<file path="src/rtl/fjop_pkg.sv">
// Shared types, character constants and decode helpers for the flat JSON object parser.
package fjop_pkg;

   // Default depth of the job queue between parser front and result back end
   localparam int QUEUE_DEPTH = 4;

   // Parser phases
   typedef enum logic [4:0] {
      PH_OPEN       = 5'd0,
      PH_AFTER_OPEN = 5'd1,
      PH_STRING     = 5'd2,
      PH_ESCAPE     = 5'd3,
      PH_HEX1       = 5'd4,
      PH_SURR_BS    = 5'd5,
      PH_SURR_U     = 5'd6,
      PH_HEX2       = 5'd7,
      PH_AFTER_KEY  = 5'd8,
      PH_BEFORE_VAL = 5'd9,
      PH_NULL       = 5'd10,
      PH_AFTER_VAL  = 5'd11,
      PH_EXPECT_KEY = 5'd12,
      PH_CLOSED     = 5'd13
   } phase_type;

   // Result kinds
   typedef enum logic [2:0] {
      KIND_KEY_BYTE   = 3'd0,
      KIND_VALUE_BYTE = 3'd1,
      KIND_KEY_END    = 3'd2,
      KIND_STRING_END = 3'd3,
      KIND_NULL       = 3'd4,
      KIND_ACCEPTED   = 3'd5,
      KIND_REJECTED   = 3'd6
   } kind_type;

   // Everything one input byte produces: decoded bytes, then a marker, then a verdict
   typedef struct packed {
      logic [3:0][7:0] data;
      logic [2:0]      nbytes;
      logic            data_key;
      logic            mark_en;
      kind_type        mark_kind;
      logic            verd_en;
      kind_type        verd_kind;
   } job_type;

   typedef struct packed {
      logic full;
      logic empty;
   } queue_status_type;

   typedef struct packed {
      logic [3:0][7:0] data;
      logic [2:0]      n;
   } utf8_type;

   typedef struct packed {
      logic       ok;
      logic [3:0] val;
   } hex_type;

   typedef struct packed {
      logic       ok;
      logic [7:0] val;
   } esc_type;

   // Characters
   localparam logic [7:0] CH_LBRACE = 8'h7b;
   localparam logic [7:0] CH_RBRACE = 8'h7d;
   localparam logic [7:0] CH_QUOTE  = 8'h22;
   localparam logic [7:0] CH_BSLASH = 8'h5c;
   localparam logic [7:0] CH_SLASH  = 8'h2f;
   localparam logic [7:0] CH_COLON  = 8'h3a;
   localparam logic [7:0] CH_COMMA  = 8'h2c;
   localparam logic [7:0] CH_SPACE  = 8'h20;
   localparam logic [7:0] CH_LOW_B  = 8'h62;
   localparam logic [7:0] CH_LOW_F  = 8'h66;
   localparam logic [7:0] CH_LOW_N  = 8'h6e;
   localparam logic [7:0] CH_LOW_R  = 8'h72;
   localparam logic [7:0] CH_LOW_T  = 8'h74;
   localparam logic [7:0] CH_LOW_U  = 8'h75;
   localparam logic [7:0] CH_LOW_L  = 8'h6c;

   // Code point limits
   localparam logic [15:0] SURR_HIGH_LO = 16'hd800;
   localparam logic [15:0] SURR_HIGH_HI = 16'hdbff;
   localparam logic [15:0] SURR_LOW_LO  = 16'hdc00;
   localparam logic [15:0] SURR_LOW_HI  = 16'hdfff;
   localparam logic [20:0] SUPP_BASE    = 21'h10000;
   localparam logic [20:0] UTF8_MAX1    = 21'h7f;
   localparam logic [20:0] UTF8_MAX2    = 21'h7ff;
   localparam logic [20:0] UTF8_MAX3    = 21'hffff;

   // C-locale whitespace
   function automatic logic is_space(input logic [7:0] c);
      return (c == CH_SPACE) || (c inside {[8'h09:8'h0d]});
   endfunction

   function automatic hex_type hex_digit(input logic [7:0] c);
      hex_type    r;
      logic [7:0] d;
      r = '0;
      d = '0;
      if (c inside {[8'h30:8'h39]}) begin
         d = c - 8'h30;
         r.ok = 1'b1;
      end else if (c inside {[8'h61:8'h66]}) begin
         d = c - 8'h57;
         r.ok = 1'b1;
      end else if (c inside {[8'h41:8'h46]}) begin
         d = c - 8'h37;
         r.ok = 1'b1;
      end
      r.val = d[3:0];
      return r;
   endfunction

   // Single-character escapes (not \u)
   function automatic esc_type escape_map(input logic [7:0] c);
      esc_type r;
      r = '0;
      r.ok = 1'b1;
      case (c)
         CH_QUOTE, CH_BSLASH, CH_SLASH: r.val = c;
         CH_LOW_B: r.val = 8'h08;
         CH_LOW_F: r.val = 8'h0c;
         CH_LOW_N: r.val = 8'h0a;
         CH_LOW_R: r.val = 8'h0d;
         CH_LOW_T: r.val = 8'h09;
         default:  r.ok = 1'b0;
      endcase
      return r;
   endfunction

   // UTF-8 encoder, first byte in data[0]
   function automatic utf8_type utf8_encode(input logic [20:0] cp);
      utf8_type r;
      r = '0;
      if (cp <= UTF8_MAX1) begin
         r.data[0] = cp[7:0];
         r.n = 3'd1;
      end else if (cp <= UTF8_MAX2) begin
         r.data[0] = {3'b110, cp[10:6]};
         r.data[1] = {2'b10, cp[5:0]};
         r.n = 3'd2;
      end else if (cp <= UTF8_MAX3) begin
         r.data[0] = {4'b1110, cp[15:12]};
         r.data[1] = {2'b10, cp[11:6]};
         r.data[2] = {2'b10, cp[5:0]};
         r.n = 3'd3;
      end else begin
         r.data[0] = {5'b11110, cp[20:18]};
         r.data[1] = {2'b10, cp[17:12]};
         r.data[2] = {2'b10, cp[11:6]};
         r.data[3] = {2'b10, cp[5:0]};
         r.n = 3'd4;
      end
      return r;
   endfunction

endpackage

</file>
<file path="src/rtl/fjop_front.sv">
// Parser front: takes one byte a cycle while in_accept is high, tracks the grammar and builds a result job.
module fjop_front (
   input  logic              clock,
   input  logic              reset,
   input  logic              in_accept,
   input  logic [7:0]        in_byte,
   input  logic              in_last,
   output fjop_pkg::job_type job,
   output logic              job_push
);

   fjop_pkg::phase_type phase_ff, phase_in;
   logic        in_key_ff, in_key_in;
   logic [15:0] hex_value_ff, hex_value_in;
   logic [1:0]  hex_count_ff, hex_count_in;
   logic [9:0]  high_surr_ff, high_surr_in;
   logic [1:0]  null_match_ff, null_match_in;
   logic        failed_ff;
   logic        err;

   fjop_pkg::hex_type  hx;
   fjop_pkg::esc_type  esc;
   fjop_pkg::utf8_type enc_bmp, enc_supp;
   logic [15:0] hex_new;
   logic        is_high, is_low, sp;
   logic [20:0] cp_supp;
   logic [7:0]  null_want;

   // Shared decode of the current byte
   assign hx        = fjop_pkg::hex_digit(in_byte);
   assign esc       = fjop_pkg::escape_map(in_byte);
   assign sp        = fjop_pkg::is_space(in_byte);
   assign hex_new   = {hex_value_ff[11:0], hx.val};
   assign is_high   = (hex_new >= fjop_pkg::SURR_HIGH_LO) && (hex_new <= fjop_pkg::SURR_HIGH_HI);
   assign is_low    = (hex_new >= fjop_pkg::SURR_LOW_LO) && (hex_new <= fjop_pkg::SURR_LOW_HI);
   assign cp_supp   = fjop_pkg::SUPP_BASE + {1'b0, high_surr_ff, hex_new[9:0]};
   assign enc_bmp   = fjop_pkg::utf8_encode({5'b0, hex_new});
   assign enc_supp  = fjop_pkg::utf8_encode(cp_supp);
   assign null_want = (null_match_ff == 2'd1) ? fjop_pkg::CH_LOW_U : fjop_pkg::CH_LOW_L;

   // Next state and grammar check
   always_comb begin
      phase_in      = phase_ff;
      in_key_in     = in_key_ff;
      hex_value_in  = hex_value_ff;
      hex_count_in  = hex_count_ff;
      high_surr_in  = high_surr_ff;
      null_match_in = null_match_ff;
      err           = 1'b0;
      case (phase_ff)
         fjop_pkg::PH_OPEN: begin
            if (in_byte == fjop_pkg::CH_LBRACE) phase_in = fjop_pkg::PH_AFTER_OPEN;
            else if (!sp) err = 1'b1;
         end
         fjop_pkg::PH_AFTER_OPEN: begin
            if (in_byte == fjop_pkg::CH_RBRACE) begin
               phase_in = fjop_pkg::PH_CLOSED;
            end else if (in_byte == fjop_pkg::CH_QUOTE) begin
               in_key_in = 1'b1;
               phase_in  = fjop_pkg::PH_STRING;
            end else if (!sp) begin
               err = 1'b1;
            end
         end
         fjop_pkg::PH_EXPECT_KEY: begin
            if (in_byte == fjop_pkg::CH_QUOTE) begin
               in_key_in = 1'b1;
               phase_in  = fjop_pkg::PH_STRING;
            end else if (!sp) begin
               err = 1'b1;
            end
         end
         fjop_pkg::PH_STRING: begin
            if (in_byte == fjop_pkg::CH_QUOTE) begin
               phase_in = in_key_ff ? fjop_pkg::PH_AFTER_KEY : fjop_pkg::PH_AFTER_VAL;
            end else if (in_byte == fjop_pkg::CH_BSLASH) begin
               phase_in = fjop_pkg::PH_ESCAPE;
            end else if (in_byte < fjop_pkg::CH_SPACE) begin
               err = 1'b1;
            end
         end
         fjop_pkg::PH_ESCAPE: begin
            phase_in = fjop_pkg::PH_STRING;
            if (!esc.ok) begin
               if (in_byte == fjop_pkg::CH_LOW_U) begin
                  hex_value_in = '0;
                  hex_count_in = '0;
                  phase_in     = fjop_pkg::PH_HEX1;
               end else begin
                  err = 1'b1;
               end
            end
         end
         fjop_pkg::PH_HEX1: begin
            if (!hx.ok) begin
               err = 1'b1;
            end else begin
               hex_value_in = hex_new;
               if (hex_count_ff != 2'd3) begin
                  hex_count_in = hex_count_ff + 2'd1;
               end else begin
                  hex_count_in = '0;
                  if (is_high) begin
                     high_surr_in = hex_new[9:0];
                     phase_in     = fjop_pkg::PH_SURR_BS;
                  end else if (is_low) begin
                     err = 1'b1;
                  end else begin
                     phase_in = fjop_pkg::PH_STRING;
                  end
               end
            end
         end
         fjop_pkg::PH_SURR_BS: begin
            if (in_byte == fjop_pkg::CH_BSLASH) phase_in = fjop_pkg::PH_SURR_U;
            else err = 1'b1;
         end
         fjop_pkg::PH_SURR_U: begin
            if (in_byte == fjop_pkg::CH_LOW_U) begin
               hex_value_in = '0;
               hex_count_in = '0;
               phase_in     = fjop_pkg::PH_HEX2;
            end else begin
               err = 1'b1;
            end
         end
         fjop_pkg::PH_HEX2: begin
            if (!hx.ok) begin
               err = 1'b1;
            end else begin
               hex_value_in = hex_new;
               if (hex_count_ff != 2'd3) begin
                  hex_count_in = hex_count_ff + 2'd1;
               end else begin
                  hex_count_in = '0;
                  if (is_low) phase_in = fjop_pkg::PH_STRING;
                  else err = 1'b1;
               end
            end
         end
         fjop_pkg::PH_AFTER_KEY: begin
            if (in_byte == fjop_pkg::CH_COLON) phase_in = fjop_pkg::PH_BEFORE_VAL;
            else if (!sp) err = 1'b1;
         end
         fjop_pkg::PH_BEFORE_VAL: begin
            if (in_byte == fjop_pkg::CH_QUOTE) begin
               in_key_in = 1'b0;
               phase_in  = fjop_pkg::PH_STRING;
            end else if (in_byte == fjop_pkg::CH_LOW_N) begin
               null_match_in = 2'd1;
               phase_in      = fjop_pkg::PH_NULL;
            end else if (!sp) begin
               err = 1'b1;
            end
         end
         fjop_pkg::PH_NULL: begin
            if (in_byte != null_want) begin
               err = 1'b1;
            end else if (null_match_ff != 2'd3) begin
               null_match_in = null_match_ff + 2'd1;
            end else begin
               null_match_in = '0;
               phase_in      = fjop_pkg::PH_AFTER_VAL;
            end
         end
         fjop_pkg::PH_AFTER_VAL: begin
            if (in_byte == fjop_pkg::CH_COMMA) phase_in = fjop_pkg::PH_EXPECT_KEY;
            else if (in_byte == fjop_pkg::CH_RBRACE) phase_in = fjop_pkg::PH_CLOSED;
            else if (!sp) err = 1'b1;
         end
         fjop_pkg::PH_CLOSED: begin
            if (!sp) err = 1'b1;
         end
         default: err = 1'b1;
      endcase
   end

   // Job contents: decoded bytes, end marker, verdict
   always_comb begin
      job          = '0;
      job.data_key = in_key_ff;
      case (phase_ff)
         fjop_pkg::PH_STRING: begin
            if (in_byte == fjop_pkg::CH_QUOTE) begin
               job.mark_en   = 1'b1;
               job.mark_kind = in_key_ff ? fjop_pkg::KIND_KEY_END : fjop_pkg::KIND_STRING_END;
            end else if (in_byte != fjop_pkg::CH_BSLASH && in_byte >= fjop_pkg::CH_SPACE) begin
               job.data[0] = in_byte;
               job.nbytes  = 3'd1;
            end
         end
         fjop_pkg::PH_ESCAPE: begin
            if (esc.ok) begin
               job.data[0] = esc.val;
               job.nbytes  = 3'd1;
            end
         end
         fjop_pkg::PH_HEX1: begin
            if (hx.ok && hex_count_ff == 2'd3 && !is_high && !is_low) begin
               job.data   = enc_bmp.data;
               job.nbytes = enc_bmp.n;
            end
         end
         fjop_pkg::PH_HEX2: begin
            if (hx.ok && hex_count_ff == 2'd3 && is_low) begin
               job.data   = enc_supp.data;
               job.nbytes = enc_supp.n;
            end
         end
         fjop_pkg::PH_NULL: begin
            if (in_byte == null_want && null_match_ff == 2'd3) begin
               job.mark_en   = 1'b1;
               job.mark_kind = fjop_pkg::KIND_NULL;
            end
         end
         default: begin
            job.nbytes = '0;
         end
      endcase
      if (err) begin
         job.nbytes    = '0;
         job.mark_en   = 1'b0;
         job.verd_en   = 1'b1;
         job.verd_kind = fjop_pkg::KIND_REJECTED;
      end else if (in_last) begin
         job.verd_en   = 1'b1;
         job.verd_kind = (phase_in == fjop_pkg::PH_CLOSED) ? fjop_pkg::KIND_ACCEPTED
                                                           : fjop_pkg::KIND_REJECTED;
      end
   end

   assign job_push = in_accept && !failed_ff && (job.nbytes != '0 || job.mark_en || job.verd_en);

   // Parser state; the last byte of a text rearms everything
   always_ff @(posedge clock) begin
      if (reset) begin
         phase_ff      <= fjop_pkg::PH_OPEN;
         in_key_ff     <= 1'b0;
         hex_value_ff  <= '0;
         hex_count_ff  <= '0;
         high_surr_ff  <= '0;
         null_match_ff <= '0;
         failed_ff     <= 1'b0;
      end else if (in_accept) begin
         if (in_last) begin
            phase_ff      <= fjop_pkg::PH_OPEN;
            in_key_ff     <= 1'b0;
            hex_value_ff  <= '0;
            hex_count_ff  <= '0;
            high_surr_ff  <= '0;
            null_match_ff <= '0;
            failed_ff     <= 1'b0;
         end else if (!failed_ff) begin
            if (err) begin
               failed_ff <= 1'b1;
            end else begin
               phase_ff      <= phase_in;
               in_key_ff     <= in_key_in;
               hex_value_ff  <= hex_value_in;
               hex_count_ff  <= hex_count_in;
               high_surr_ff  <= high_surr_in;
               null_match_ff <= null_match_in;
            end
         end
      end
   end

endmodule

</file>
<file path="src/rtl/fjop_queue.sv">
// Short job queue that decouples the parser front from the result back end.
module fjop_queue #(
   parameter int DEPTH = fjop_pkg::QUEUE_DEPTH
) (
   input  logic                      clock,
   input  logic                      reset,
   input  logic                      push,
   input  fjop_pkg::job_type         push_data,
   input  logic                      pop,
   output fjop_pkg::job_type         pop_data,
   output fjop_pkg::queue_status_type status
);

   localparam int AW = $clog2(DEPTH);
   localparam int CW = $clog2(DEPTH + 1);

   fjop_pkg::job_type entry_ff [DEPTH];
   logic [AW-1:0] wr_ptr_ff, rd_ptr_ff;
   logic [CW-1:0] count_ff;
   logic          do_push, do_pop;

   assign status.full  = (count_ff == CW'(DEPTH));
   assign status.empty = (count_ff == '0);
   assign do_push      = push && !status.full;
   assign do_pop       = pop && !status.empty;
   assign pop_data     = entry_ff[rd_ptr_ff];

   // Storage
   always_ff @(posedge clock) begin
      if (do_push) entry_ff[wr_ptr_ff] <= push_data;
   end

   // Pointers and fill count
   always_ff @(posedge clock) begin
      if (reset) begin
         wr_ptr_ff <= '0;
         rd_ptr_ff <= '0;
         count_ff  <= '0;
      end else begin
         if (do_push) begin
            wr_ptr_ff <= (wr_ptr_ff == AW'(DEPTH - 1)) ? '0 : wr_ptr_ff + AW'(1);
         end
         if (do_pop) begin
            rd_ptr_ff <= (rd_ptr_ff == AW'(DEPTH - 1)) ? '0 : rd_ptr_ff + AW'(1);
         end
         if (do_push && !do_pop) count_ff <= count_ff + CW'(1);
         else if (do_pop && !do_push) count_ff <= count_ff - CW'(1);
      end
   end

endmodule

</file>
<file path="src/rtl/fjop_back.sv">
// Result back end: plays out one job as a run of result transfers.
module fjop_back (
   input  logic                       clock,
   input  logic                       reset,
   input  fjop_pkg::job_type          q_data,
   input  fjop_pkg::queue_status_type q_status,
   output logic                       q_pop,
   output logic                       rsp_tvalid,
   input  logic                       rsp_tready,
   output logic [7:0]                 rsp_tdata,
   output logic [2:0]                 rsp_tuser,
   output logic                       rsp_tlast
);

   fjop_pkg::job_type job_ff;
   logic              job_valid_ff;
   logic [2:0]        idx_ff;
   logic [2:0]        total;
   logic              last_item, fire;
   fjop_pkg::kind_type kind;

   assign total     = job_ff.nbytes + {2'b0, job_ff.mark_en} + {2'b0, job_ff.verd_en};
   assign last_item = (idx_ff == total - 3'd1);
   assign fire      = rsp_tvalid && rsp_tready;
   assign q_pop     = !q_status.empty && (!job_valid_ff || (fire && last_item));

   // Pick the current item: data bytes, then marker, then verdict
   always_comb begin
      rsp_tdata = '0;
      if (idx_ff < job_ff.nbytes) begin
         rsp_tdata = job_ff.data[idx_ff[1:0]];
         kind = job_ff.data_key ? fjop_pkg::KIND_KEY_BYTE : fjop_pkg::KIND_VALUE_BYTE;
      end else if (job_ff.mark_en && idx_ff == job_ff.nbytes) begin
         kind = job_ff.mark_kind;
      end else begin
         kind = job_ff.verd_kind;
      end
   end

   assign rsp_tvalid = job_valid_ff;
   assign rsp_tuser  = kind;
   assign rsp_tlast  = last_item;

   // Current job and item index
   always_ff @(posedge clock) begin
      if (reset) begin
         job_valid_ff <= 1'b0;
         idx_ff       <= '0;
      end else if (q_pop) begin
         job_valid_ff <= 1'b1;
         idx_ff       <= '0;
      end else if (fire) begin
         if (last_item) job_valid_ff <= 1'b0;
         idx_ff <= idx_ff + 3'd1;
      end
   end

   always_ff @(posedge clock) begin
      if (q_pop) job_ff <= q_data;
   end

endmodule

</file>
<file path="src/rtl/flat_json_object_parser.sv">
// Top level of the flat JSON object parser: front, job queue and back end.
//
// Usage: feed one byte of JSON text per transfer on req_ (tdata = byte, tlast
// marks the final byte of the text). The block checks that the text is a flat
// object whose values are strings or null and streams results on rsp_: decoded
// key/value bytes, key end, string end, null, and one accept/reject verdict per
// text (tuser = kind, tlast = last result caused by that input byte).
// After the first error a reject is sent and bytes are dropped until the last
// byte of the text, which rearms the parser.
// A byte's results pass a queue entry and the back end job register. Throughput:
// one byte per cycle while each byte gives at most one result and rsp_tready is
// high; a byte giving n results (up to five, e.g. a \u surrogate pair as four
// UTF-8 bytes plus a verdict) holds rsp_ until all are sent. The job queue
// (QUEUE_DEPTH entries) absorbs this; req_tready drops only when it is full.
// Reset clears the parser, the queue and the output stage; no result is
// pending afterward. When the receiver stalls, the current result holds and
// the queue fills, then req_tready goes low until room frees up.
module flat_json_object_parser #(
   parameter int QUEUE_DEPTH = fjop_pkg::QUEUE_DEPTH
) (
   input  logic       clock,
   input  logic       reset,
   input  logic       req_tvalid,
   output logic       req_tready,
   input  logic [7:0] req_tdata,   // [7:0] in_byte
   input  logic       req_tlast,
   output logic       rsp_tvalid,
   input  logic       rsp_tready,
   output logic [7:0] rsp_tdata,   // [7:0] out_byte
   output logic [2:0] rsp_tuser,   // [2:0] out_kind
   output logic       rsp_tlast
);

   fjop_pkg::job_type          job, q_data;
   fjop_pkg::queue_status_type q_status;
   logic                       job_push, q_pop, req_accept;

   assign req_tready = !q_status.full;
   assign req_accept = req_tvalid && req_tready;

   fjop_front u_front (
      .clock     (clock),
      .reset     (reset),
      .in_accept (req_accept),
      .in_byte   (req_tdata),
      .in_last   (req_tlast),
      .job       (job),
      .job_push  (job_push)
   );

   fjop_queue #(
      .DEPTH (QUEUE_DEPTH)
   ) u_queue (
      .clock     (clock),
      .reset     (reset),
      .push      (job_push),
      .push_data (job),
      .pop       (q_pop),
      .pop_data  (q_data),
      .status    (q_status)
   );

   fjop_back u_back (
      .clock      (clock),
      .reset      (reset),
      .q_data     (q_data),
      .q_status   (q_status),
      .q_pop      (q_pop),
      .rsp_tvalid (rsp_tvalid),
      .rsp_tready (rsp_tready),
      .rsp_tdata  (rsp_tdata),
      .rsp_tuser  (rsp_tuser),
      .rsp_tlast  (rsp_tlast)
   );

   // A job is never pushed into a full queue
   a_push_room: assert property (@(posedge clock) disable iff (reset)
      job_push |-> !q_status.full) else $error("job pushed into full queue");

   // Marker and verdict results carry a zero byte
   a_ctrl_zero_byte: assert property (@(posedge clock) disable iff (reset)
      (rsp_tvalid && rsp_tuser != fjop_pkg::KIND_KEY_BYTE
                  && rsp_tuser != fjop_pkg::KIND_VALUE_BYTE) |-> rsp_tdata == 8'h00)
      else $error("nonzero byte on marker result");

   // Nothing is pending right after reset
   a_reset_quiet: assert property (@(posedge clock)
      $past(reset) |-> !rsp_tvalid) else $error("result valid after reset");

endmodule
</file>
<file path="config.mk">
export PLATFORM = sky130hd
export DESIGN_NAME = flat_json_object_parser
export DESIGN_NICKNAME = d
export VERILOG_FILES = /design/src/rtl/fjop_pkg.sv /design/src/rtl/fjop_front.sv /design/src/rtl/fjop_queue.sv /design/src/rtl/fjop_back.sv /design/src/rtl/flat_json_object_parser.sv
export SDC_FILE = /design/constraint.sdc
export NUM_CORES = 1
export LEC_CHECK = 0
export ABC_CLOCK_PERIOD_IN_PS = 5700
export BUFFER_PORTS_ARGS = -buffer_cell sky130_fd_sc_hd__buf_4
export CORE_MARGIN = 3
export CORE_UTILIZATION = 50
export CTS_BUF_LIST = sky130_fd_sc_hd__clkbuf_8
export CTS_CLUSTER_DIAMETER = 50
export CTS_CLUSTER_SIZE = 40
export DETAILED_ROUTE_END_ITERATION = 6
export GPL_TIMING_DRIVEN = 0
export PLACE_DENSITY = 0.69
export SYNTH_ARGS = -nofsm -noshare
export SYNTH_HDL_FRONTEND = slang
export SYNTH_SLANG_ARGS = --single-unit
</file>
<file path="constraint.sdc">
create_clock -name clock -period 5.7 [get_ports clock]
set_clock_uncertainty 0.1 [all_clocks]
set_input_delay 0.285 -clock clock [delete_from_list [all_inputs] [get_ports clock]]
set_output_delay 0.285 -clock clock [all_outputs]
set_load 0.005 [all_outputs]
</file>
==> reports/results.ini, run 1 <==
[layout]
most-common-layout-cells = 200 x edfxtp_1, 59 x nor2_1, 54 x nand2_1
final_common_cell = edfxtp_1
fin_util_pct = 56.5
ff_latch_area_sq_um = 6890
multi_input_area_sq_um = 4460
final.fill_count = 1850
nets = 959
antenna_cells = 0
area_delta_synth_final_pct = 10.7
drive_gt1_share_pct = 16.7

[pwr]
seq_power_share_pct = 50.9
powerDensity_nw_per_um2 = 360
peakVddDrop_mv = 0.164
pwr-share-comb_pct = 24.0
switching_share_pct = 27.8
p_sw_uw = 1290
p_clk_share_pct = 25.1
leakage_uw = 0.00432
p_int_uw = 3340

[worst_setup_path]
cp_num_buf_inv = 3
required_ps = 6060
regToRegSetupSlack_ps = 1400
critical_path_class = reg -> reg
cp-start-kind = register
max_stage_delay_ps = 780
crit_path_max_fanout = 10
cpMaxStageDelayCell = nor3b_1
crit_chain = clkbuf_1, nor3b_1, nand2_1, a21o_1, nand2_1, o31a_1, clkbuf_1, ha_1, inv_1, fa_1, xor2_1, or3_1, a21oi_1
cp-end-kind = register
cp.arrival_ps = 4660
cp_top_family = simple AND/OR/NAND/NOR gates

[synthesis]
ys_seq_area_share_pct = 59.2
synth_area_sq_um = 11600
synth_nets = 904
yosys_most_used_dff = edfxtp_1
ys_ff_latch = 244
ys_types = 87
ys_warn_count = 0
synth_area_per_cell_sq_um = 13.4
async_flop_share_pct = 0
synth-edff-count = 200
syn-instance-count = 867

[cts]
cts_max_level = 1
worstSkewPairLatency_ps = 530
cts_buffers = 24
cts_tree = built
cts_setup_buffers = 0
clockBufferDepth = 3
clk_pin_slew_ps = 90
clock_sinks = 244
root_buffer = clkbuf_8

[timing]
finalSetupViolations = 0
period_needed_ps = 4300
drv_slew = 0
slew_headroom_pct = 21.2
fin_ws_ps = 1400
rsz0062_at_grt = no
tightestPinTransition_ps = 1170
fmax_mhz = 233
hold_viol_final = 0
fin_crit_sh_pct = 75.4

[run_status]
status = completed

[flow_run]
maxCapViolations = 0

[floorplan]
core_region_area_sq_um = 22800
ioPinCount = 27
die_x_um = 158
rows = 55
dieArea_sq_um = 25100
die_h_um = 158
start_util_pct = 51.0

[route]
drt_wl_total_um = 27500
route.vias.total = 7681
drc = 0
dr.pass1.iters = 5
viasPerCell = 6.13
wl_per_cell_um = 22.0
detail-route-antenna-nets = 0
drt-initial-drc-count = 841

[grt]
grt_overflow = 0
grt_pass1_vias = 7431
antenna_found_initial = 0
grt_use_total_pct = 22.4
grt_max_degree = 35
grt_first_pass_wirelength_um = 43200

[worst_hold_path]
hp-class = in -> reg

[placement]
place_congestion = 0.956
hpwl_um = 19700
portBuffers = 23
post-place-ws_ps = 1170

layout make-up:
type,count,area share (%)
Clock buffer,25,2.67
Clock inverter,19,1.53
Sequential cell,244,53.5
Timing Repair Buffer,29,2.26
Tap cell,313,3.04
Buffer,46,1.52
Inverter,28,0.817
Multi-Input combinational cell,549,34.6
path summary, 6_finish.rpt:
check / endpoint / depth (start not counted) / start
worst max-delay path: u_queue.count_ff[2] / 13 / u_front.phase_ff[4]
worst min-delay path: u_back.idx_ff[2] / 2 / reset
worst max register to register: u_queue.count_ff[2] / 13 / u_front.phase_ff[4]
worst min register to register: u_front.null_match_ff[1] / 2 / u_front.null_match_ff[1]
sequential cells by signal (all words and copies together), names as in the netlist:
register / count
u_back.idx_ff: 3
u_back.job_ff: 40
u_back.rsp_tvalid: 1
u_front.failed_ff: 1
u_front.hex_count_ff: 2
u_front.hex_value_ff: 12
u_front.high_surr_ff: 10
u_front.in_key_ff: 1
u_front.null_match_ff: 2
u_front.phase_ff: 5
u_queue.count_ff: 3
u_queue.entry_ff: 160
u_queue.rd_ptr_ff: 2
u_queue.wr_ptr_ff: 2
kinds of logic (layout without fill, tap and decap cells):
group	after synthesis	count (layout)	synth area share [%]
adders and majority gates	25	25	2.80
xor gates and xnor gates	14	14	1.12
muxes	57	57	9.98
buffers and inverters	74	147	2.58
AOI/OAI and AO/OA	188	188	12.0
DFF	244	244	59.2
and+or+nand+nor	265	265	12.3
timing repair:
item	CTS	global route
gates resized for setup	0	0
hold endpoints to repair	1	0
hold buffers	1	0
layer usage:
layer	global-route usage (%)	wire, um	up-vias
li1	-	-	3528
met2	36.0	13200	269
met3	3.07	1840	48
met4	6.06	642	0
met5	0	0	-
met1	32.3	11800	3836
synth_stat cells (5+ instances only):
| library cell | number | share of area, % |
|---|---|---|
| or3_1 | 7 | 0.38 |
| o31ai_1 | 12 | 0.77 |
| o21ai_0 | 29 | 1.2 |
| edfxtp_1 | 200 | 52 |
| nor3b_1 | 8 | 0.52 |
| and2_1 | 15 | 0.81 |
| xor2_1 | 5 | 0.38 |
| clkbuf_1 | 27 | 0.87 |
| dfxtp_1 | 44 | 7.6 |
| mux4_2 | 47 | 9.1 |
| mux2i_1 | 9 | 0.77 |
| nand4_1 | 11 | 0.59 |
| nand2b_1 | 5 | 0.27 |
| nand3_1 | 21 | 0.90 |
| nor2_1 | 59 | 1.9 |
| nand2_1 | 54 | 1.7 |
| buf_1 | 10 | 0.32 |
| nor2b_1 | 16 | 0.86 |
| ha_1 | 22 | 2.4 |
| a31oi_1 | 7 | 0.38 |
| a21oi_1 | 31 | 1.3 |
| xnor2_1 | 8 | 0.60 |
| or3b_2 | 7 | 0.53 |
| a22o_1 | 27 | 2.0 |
| nor4_1 | 6 | 0.32 |
| and3_1 | 6 | 0.32 |
| nor3_1 | 19 | 0.82 |
| inv_1 | 27 | 0.87 |
| o22ai_1 | 6 | 0.32 |
| o211ai_1 | 8 | 0.52 |
| buf_2 | 6 | 0.26 |
| a21o_1 | 5 | 0.32 |
power by group through the flow:
stage                     clock network [uW]  registers (uW)  logic (uW)
after floorplan                            0            2380         747
after global placement                     0            2410        1060
after CTS                               1190            2360        1140
after global routing                    1270            2390        1230
final                                   1160            2360        1110
after detailed placement                   0            2400        1140
per-stage QoR:
| stage | cells | hold slack, ps | TNS, ps | instance area (sq um) | power, uW |
|---|---|---|---|---|---|
| 2_1_floorplan | 867 | 349 | 0 | 11600 | 3130 |
| 3_3_place_gp | 1203 | 364 | -11760 | 12200 | 3480 |
| 3_5_place_dp | 1208 | 370 | 0 | 12300 | 3540 |
| 4_1_cts | 1253 | 137 | 0 | 12900 | 4690 |
| 5_1_grt | 1253 | 141 | 0 | 12900 | 4890 |
| 6_report | 1253 | 159 | 0 | 12900 | 4630 |
Power figures use the tool's default switching activity.
==> run 2, diff against run 1 <==
--- a/config.mk
+++ b/config.mk
@@ -5,7 +5,8 @@
 export SDC_FILE = /design/constraint.sdc
 export NUM_CORES = 1
 export LEC_CHECK = 0
-export ABC_CLOCK_PERIOD_IN_PS = 5700
+export ABC_AREA = 1
+export ABC_CLOCK_PERIOD_IN_PS = 3600
 export BUFFER_PORTS_ARGS = -buffer_cell sky130_fd_sc_hd__buf_4
 export CORE_MARGIN = 3
 export CORE_UTILIZATION = 50
@@ -14,7 +15,7 @@
 export CTS_CLUSTER_SIZE = 40
 export DETAILED_ROUTE_END_ITERATION = 6
 export GPL_TIMING_DRIVEN = 0
-export PLACE_DENSITY = 0.69
+export PLACE_DENSITY = 0.68
 export SYNTH_ARGS = -nofsm -noshare
 export SYNTH_HDL_FRONTEND = slang
 export SYNTH_SLANG_ARGS = --single-unit
==> constraint.sdc (replaced) <==
create_clock -name clock -period 3.6 [get_ports clock]
set_clock_uncertainty 0.1 [all_clocks]
set_input_delay 0.18 -clock clock [delete_from_list [all_inputs] [get_ports clock]]
set_output_delay 0.18 -clock clock [all_outputs]
set_load 0.005 [all_outputs]
==> run 2 against run 1 <==
  * Global-route usage grew 2.5 points
  * Non-clock buffer count grew 15
  * Area after synthesis rose by 4.2%
  * Count of clock-buffer cells in the layout is 1 lower
  * First-iteration DRC count is 9.5% higher
  * Utilization is 1.8 points higher
  * Critical path type unchanged
  * Clock power is 85% higher
==> reports/results.ini, run 2 <==
[layout]
multi_input_area_sq_um = 4760  ; +6.8%
largest_register = u_queue.entry_ff
fin_util_pct = 58.3  ; +1.8 points
antenna_cells = 0  ; unchanged
drive_gt1_share_pct = 14.1  ; -2.6 points
ff_latch_area_sq_um = 6890  ; +0.11%
top_regs = u_queue.entry_ff (160), u_back.job_ff (40), u_front.hex_value_ff (12)
final.fill_count = 2072  ; +12%
nets = 1379  ; +44%
final_common_cell = nor2_1
largest_reg_flops = 160  ; unchanged
area_delta_synth_final_pct = 13.7
most-common-layout-cells = 204 x nor2_1, 200 x edfxtp_1, 153 x o21ai_0

[route]
dr.pass1.iters = 6  ; +1
drc = 0  ; unchanged
drt_wl_total_um = 33300  ; +21%
viasPerCell = 5.84  ; -4.8%
detail-route-antenna-nets = 0  ; unchanged
route.vias.total = 9801  ; +28%
wl_per_cell_um = 19.9  ; -9.6%
drt-initial-drc-count = 921  ; +9.5%

[timing]
finalSetupViolations = 0  ; unchanged
period_needed_ps = 3500  ; -796 ps
rsz0062_at_grt = yes
fmax_mhz = 285  ; +23%
slew_headroom_pct = 11.7  ; -9.4 points
hold_viol_final = 0  ; unchanged
drv_slew = 0  ; unchanged
fin_ws_ps = 95.3  ; -1300 ps
tightestPinTransition_ps = 1310  ; +142 ps
fin_crit_sh_pct = 97.4  ; +22 points

[worst_setup_path]
r2r_end = u_queue.entry_ff[1][20]
worstReg2RegStart = u_front.phase_ff[0]
cp.arrival_ps = 3670  ; -990 ps
regToRegSetupSlack_ps = 100  ; -1300 ps
crit_path_max_fanout = 21  ; +11
required_ps = 3760  ; -2300 ps
cp-end-kind = register
max_stage_delay_ps = 620  ; -160 ps
reg2reg_depth = 11  ; -2
cp_num_buf_inv = 2  ; -1
critical_path_class = reg -> reg
cp_top_family = simple AND/OR/NAND/NOR gates
cpMaxStageDelayCell = nor2_4
cp-start-kind = register
crit_chain = clkbuf_2, nor2_1, nand2_1, nor2_1, nand2_1, nor2_2, nor2_4, nand4_4, nand2_8, nor2_4, buf_16

[grt]
grt_max_degree = 29  ; -17%
grt_first_pass_wirelength_um = 50800  ; +18%
grt_pass1_vias = 9270  ; +25%
grt_overflow = 0  ; unchanged
antenna_found_initial = 0  ; unchanged
grt_use_total_pct = 24.8  ; +2.5 points

[run_status]
status = completed

[floorplan]
ioPinCount = 27  ; unchanged
die_h_um = 162  ; +2.0%
core_region_area_sq_um = 23600  ; +3.7%
rows = 56  ; +1.8%
die_x_um = 162  ; +2.0%
start_util_pct = 51.3  ; +0.26 points
dieArea_sq_um = 26100  ; +4.0%

[synthesis]
ys_ff_latch = 244  ; unchanged
ys_types = 54  ; -38%
synth_top_area_share_pct = 49.6  ; -2.1 points
async_flop_share_pct = 0  ; unchanged
yosys.cell_count.top_type = nor2_1
synth-edff-count = 200  ; unchanged
synth_nets = 1308  ; +45%
ys_seq_area_share_pct = 56.9  ; -2.4 points
ys_warn_count = 0  ; unchanged
netlist.top_cell.by_area = edfxtp_1
yosys_most_used_dff = edfxtp_1
syn-instance-count = 1271  ; +47%
netlist_top_cells_count = 210 x nor2_1, 200 x edfxtp_1, 155 x o21ai_0
synth_area_sq_um = 12100  ; +4.2%
yosys-top-cells-area = edfxtp_1 50%, dfxtp_1 7.3%, nor2_1 6.5%, o21ai_0 6.4%, nand2_1 4.1%
synth_area_per_cell_sq_um = 9.53  ; -29%

[cts]
worstSkewPairLatency_ps = 560  ; +30 ps
cts_buffers = 24  ; unchanged
root_buffer = clkbuf_8
clock_sinks = 244  ; unchanged
cts_max_level = 1  ; unchanged
cts_tree = built
clockBufferDepth = 3  ; unchanged
clk_pin_slew_ps = 90  ; about the same

[worst_hold_path]
hp-start = req_tvalid
hold_depth = 5  ; +3
hp-class = in -> reg
holdPathEnd = u_front.failed_ff

[pwr]
leakage_uw = 0.00499  ; +15%
peakVddDrop_mv = 0.305  ; +86%
totalPowerFinal_uw = 8640  ; +87%
powerDensity_nw_per_um2 = 627  ; +74%

[placement]
portBuffers = 24  ; +4.3%
place_congestion = 0.967  ; +1.2%
post-place-ws_ps = -822  ; -1990 ps
hpwl_um = 22900  ; +16%

[flow_run]
maxCapViolations = 0  ; unchanged

-- run 2: cell types whose count changed after synthesis, sizes merged, moves of 16 or more --
cell / previous run / this run
mux4: 47 / 0
o22ai: 6 / 54
a22o: 27 / 1
nand2: 54 / 152
o21ai: 30 / 156
inv: 28 / 120
nor2b: 16 / 0
a21oi: 33 / 71
nand3: 21 / 62
nor2: 59 / 227
-- run 2: how the worst max path moves through the flow --
stage / slack, ps / to / from / cells past startpoint
after floorplan: -100 / u_queue.entry_ff[0][0] / req_tdata[1] / 18
after global placement: -1780 / u_queue.entry_ff[3][28] / req_tdata[1] / 19
after detailed placement: -820 / u_queue.count_ff[1] / u_back.job_ff[9] / 18
after CTS: 10 / u_queue.entry_ff[0][25] / u_front.phase_ff[0] / 11
after global routing: -80 / u_queue.count_ff[2] / req_tdata[0] / 27
final: 100 / u_queue.entry_ff[1][20] / u_front.phase_ff[0] / 11
-- run 2: per-layer routing --
layer,vias to the layer above,track usage [%],routed length [um]
li1,4635,-,-
met1,4686,33.4,14000
met2,399,41.4,15900
met3,81,4.44,2470
met4,0,7.72,1020
met5,-,0,0
-- run 2: cells by family after synthesis --
kind of cell / share of synthesized area (%)
AO/OA/AOI/OAI: 14.9
buffers and inverters: 5.60
adder cells (fa/ha/maj): 2.60
flip-flops: 56.9
XOR/XNOR: 0.578
AND/OR/NAND/NOR: 19.4
-- run 2: metrics by stage --
step / instance area, sq um / instances / setup TNS, ps / hold slack [ps]
after floorplan: 12200 / 1271 / -16070 / 294
after global placement: 12700 / 1614 / -287940 / 357
after detailed placement: 12900 / 1618 / -100960 / 364
after CTS: 13600 / 1669 / 0 / 40.2
after global routing: 13800 / 1679 / -1010 / 73.1
final: 13800 / 1679 / 0 / 53.4
-- run 2: tightest hold or removal path: cells and delay by family --
family,cells,cell delay [ps]
and+or+nand+nor,1,160
buffers and inverters,3,250
AOI/OAI and AO/OA,1,90
-- run 2: timing repair --
| action | in CTS | in global routing |
|---|---|---|
| hold buffers | 5 | 0 |
| setup endpoints to repair | 160 | 177 |
| gates cloned | 2 | 2 |
| resized for setup | 9 | 24 |
| hold endpoints to repair | 11 | 0 |
| buffers inserted | 1 | 9 |
| pin swaps | 2 | 4 |
-- run 2: area by class of cell --
type	count	area share [%]
Inverter	123	3.45
Sequential cell	244	50.1
Multi-Input combinational cell	859	34.5
Buffer	47	1.54
Clock inverter	20	2.14
Tap cell	319	2.90
Timing Repair Buffer	43	2.96
Clock buffer	24	2.40
-- run 2: where the power goes --
part | leakage [uW] | internal (uW) | switching (uW) | total, uW
clock | 0.000324 | 1060 | 1090 | 2150
sequential | 0.00222 | 3650 | 169 | 3820
combinational | 0.00245 | 871 | 1790 | 2660
total | 0.00499 | 5590 | 3050 | 8640
==> run 3, diff against run 2 <==
--- a/config.mk
+++ b/config.mk
@@ -8,14 +8,16 @@
 export ABC_AREA = 1
 export ABC_CLOCK_PERIOD_IN_PS = 3600
 export BUFFER_PORTS_ARGS = -buffer_cell sky130_fd_sc_hd__buf_4
+export CELL_PAD_IN_SITES_DETAIL_PLACEMENT = 1
+export CELL_PAD_IN_SITES_GLOBAL_PLACEMENT = 1
 export CORE_MARGIN = 3
-export CORE_UTILIZATION = 50
+export CORE_UTILIZATION = 46
 export CTS_BUF_LIST = sky130_fd_sc_hd__clkbuf_8
 export CTS_CLUSTER_DIAMETER = 50
 export CTS_CLUSTER_SIZE = 40
 export DETAILED_ROUTE_END_ITERATION = 6
 export GPL_TIMING_DRIVEN = 0
-export PLACE_DENSITY = 0.68
+export PLACE_DENSITY_LB_ADDON = 0.1
 export SYNTH_ARGS = -nofsm -noshare
 export SYNTH_HDL_FRONTEND = slang
 export SYNTH_SLANG_ARGS = --single-unit
==> constraint.sdc (replaced) <==
create_clock -name clock -period 3.6 [get_ports clock]
set_clock_uncertainty 0.1 [all_clocks]
set_input_delay 0.54 -clock clock [delete_from_list [all_inputs] [get_ports clock]]
set_output_delay 0.54 -clock clock [all_outputs]
set_load 0.005 [all_outputs]
==> run 3 against run 2 <==
  * The flow now finishes with violations (capacitance limit, slew limit)
  * Sequential share of layout area is 0.98 points lower
  * Wire length is 19% higher
  * Final cell count is 2.4% higher
  * Sequential power is 1% higher
  * Critical path depth is 16 higher
  * Power is 4.9% higher
  * Register-to-register slack better by 20 ps
  * Utilization is 3.4 points lower
  * Sequential cell count stayed put
  * Via count is 2.9% higher
  * Largest power group unchanged
==> reports/results.ini, run 3 (same netlist as run 2, synthesis figures left out) <==
[worst_setup_path]
crit_path_max_fanout = 9  ; -57%
cp_num_cells = 27  ; +16
cp_num_buf_inv = 7  ; +5
cp-end-kind = register
critical_path_class = in -> reg
cp_top_family = simple AND/OR/NAND/NOR gates
required_ps = 4020  ; +260 ps
cp.arrival_ps = 4020  ; +350 ps
cp_common_cell = nor2_4
cp-start-kind = primary input
regToRegSetupSlack_ps = 120  ; +20 ps
max_stage_delay_ps = 430  ; -190 ps
reg2reg_depth = 20  ; +9
cpMaxStageDelayCell = fa_1

[route]
drc = 0  ; unchanged
wl_per_cell_um = 23.1  ; +16%
dr.pass1.iters = 5  ; -1
route.vias.total = 10100  ; +2.9%
viasPerCell = 5.86  ; +0.41%
detail-route-antenna-nets = 0  ; unchanged
drt_wl_total_um = 39700  ; +19%
drt-initial-drc-count = 982  ; +6.6%

[timing]
period_needed_ps = 3600  ; +90.4 ps
fmax_mhz = 278  ; -2.5%
whs_ps = 192  ; +138 ps
fin_crit_sh_pct = 99.9  ; +2.5 points
hold_viol_final = 0  ; unchanged
finalSetupViolations = 0  ; unchanged
drv_slew = 6  ; +6
tightestPinTransition_ps = 1580  ; +265 ps
rsz0062_at_grt = yes
slew_headroom_pct = -6.10  ; -18 points

[layout]
nets = 1405  ; +1.9%
final_common_cell = nor2_1
top_regs = u_queue.entry_ff (160), u_back.job_ff (40), u_front.hex_value_ff (12)
area_delta_synth_final_pct = 15.9
largest_register = u_queue.entry_ff
most-common-layout-cells = 204 x nor2_1, 200 x edfxtp_1, 153 x o21ai_0
drive_gt1_share_pct = 16.6  ; +2.5 points
largest_reg_flops = 160  ; unchanged

[grt]
antenna_found_initial = 0  ; unchanged
grt_overflow = 0  ; unchanged
grt_use_total_pct = 27.1  ; +2.2 points
grtUsageMet3_pct = 3.26  ; -1.2 points
grt_pass1_vias = 10200  ; +10%
grt_first_pass_wirelength_um = 59500  ; +17%
grt_max_degree = 21  ; -28%
grt_use_met2_pct = 47.2  ; +5.8 points
grt-busiest-layer = met2
use_met1_pct = 35.9  ; +2.4 points

[pwr]
totalPowerFinal_uw = 9060  ; +4.9%
peakVddDrop_mv = 0.444  ; +46%
powerDensity_nw_per_um2 = 646  ; +2.9%
leakage_uw = 0.00508  ; +1.9%

[cts]
clock_sinks = 244  ; unchanged
cts_buffers = 28  ; +17%
cts_max_level = 1  ; unchanged
cts_tree = built
clockBufferDepth = 3  ; unchanged
root_buffer = clkbuf_8
clk_pin_slew_ps = 100  ; about the same
worstSkewPairLatency_ps = 590  ; +30 ps

[placement]
place_congestion = 0.947  ; -2.1%
hpwl_um = 26300  ; +15%
portBuffers = 24  ; unchanged

[floorplan]
rows = 58  ; +3.6%
dieArea_sq_um = 28300  ; +8.4%
start_util_pct = 47.4  ; -3.9 points
die_h_um = 168  ; +4.1%
core_region_area_sq_um = 25500  ; +8.2%
die_x_um = 168  ; +4.1%
ioPinCount = 27  ; unchanged

[run_status]
violations = capacitance limit, slew limit
status = finished, violations left

[worst_hold_path]
hold_depth = 4  ; -1
hp-class = in -> reg

[flow_run]
maxCapViolations = 1  ; +1

## run 3: power breakdown
group,internal [uW],switching [uW]
clock network,1110,1200
logic,934,1960
registers,3660,205
total,5700,3360
## run 3: path summary, 6_finish.rpt
check                                               end               startpoint
worst max-delay path                u_queue.count_ff[2]             req_tdata[1]
worst max register to register      u_queue.count_ff[2]         u_back.job_ff[9]
worst min-delay path                   u_back.idx_ff[0]               rsp_tready
worst min register to register  u_front.hex_count_ff[1]  u_front.hex_count_ff[1]
## run 3: routing by layer
layer  routed length [um]  vias to the layer above
met5                    0                        -
met4                  816                        0
met3                 2110                       51
met2                20100                      274
met1                16700                     5060
li1                     -                     4696
## run 3: worst reg2reg max path: stages, from the launching register on
cell      delay, ps
edfxtp_1        380
inv_1            50
ha_1            260
inv_1            40
ha_2            170
fa_2            530
xor2_1          180
nor3_2           60
nand2_1          60
nand2_1         100
inv_4           140
nor2_4           90
inv_4           190
ha_4            160
inv_4            40
fa_1            430
nor2_1          120
nor2_1           50
nand2_1          70
o21ai_1          60
a21oi_1         140
## run 3: what timing repair did
action	in CTS	in global routing
resized for setup	25	20
gates cloned	6	4
endpoints found under the setup margin	183	196
pin swaps	12	14
buffers inserted	11	26
hold buffers	0	0
## run 3: area by class of cell
| class | count | area [sq um] |
|---|---|---|
| Tap cell | 330 | 413 |
| Multi-Input combinational cell | 865 | 4850 |
| Timing Repair Buffer | 61 | 483 |
| Buffer | 45 | 203 |
| Inverter | 123 | 497 |
| Antenna cell | 1 | 2.50 |
| Sequential cell | 244 | 6890 |
| Fill cell | 2932 | 11500 |
| Clock buffer | 28 | 385 |
| Clock inverter | 23 | 318 |
## run 3: through the flow
stage          area [sq um]  std cells  utilization (%)  TNS [ps]  setup WS, ps
2_1_floorplan         12200       1271                -     -72.1         -57.9
3_3_place_gp          12800       1625             50.1   -221750         -1270
3_5_place_dp          12800       1625             50.1   -226500         -1260
4_1_cts               13700       1691             53.8         0         0.989
5_1_grt               14000       1719             54.9      -640          -154
6_report              14000       1720             54.9         0          4.88
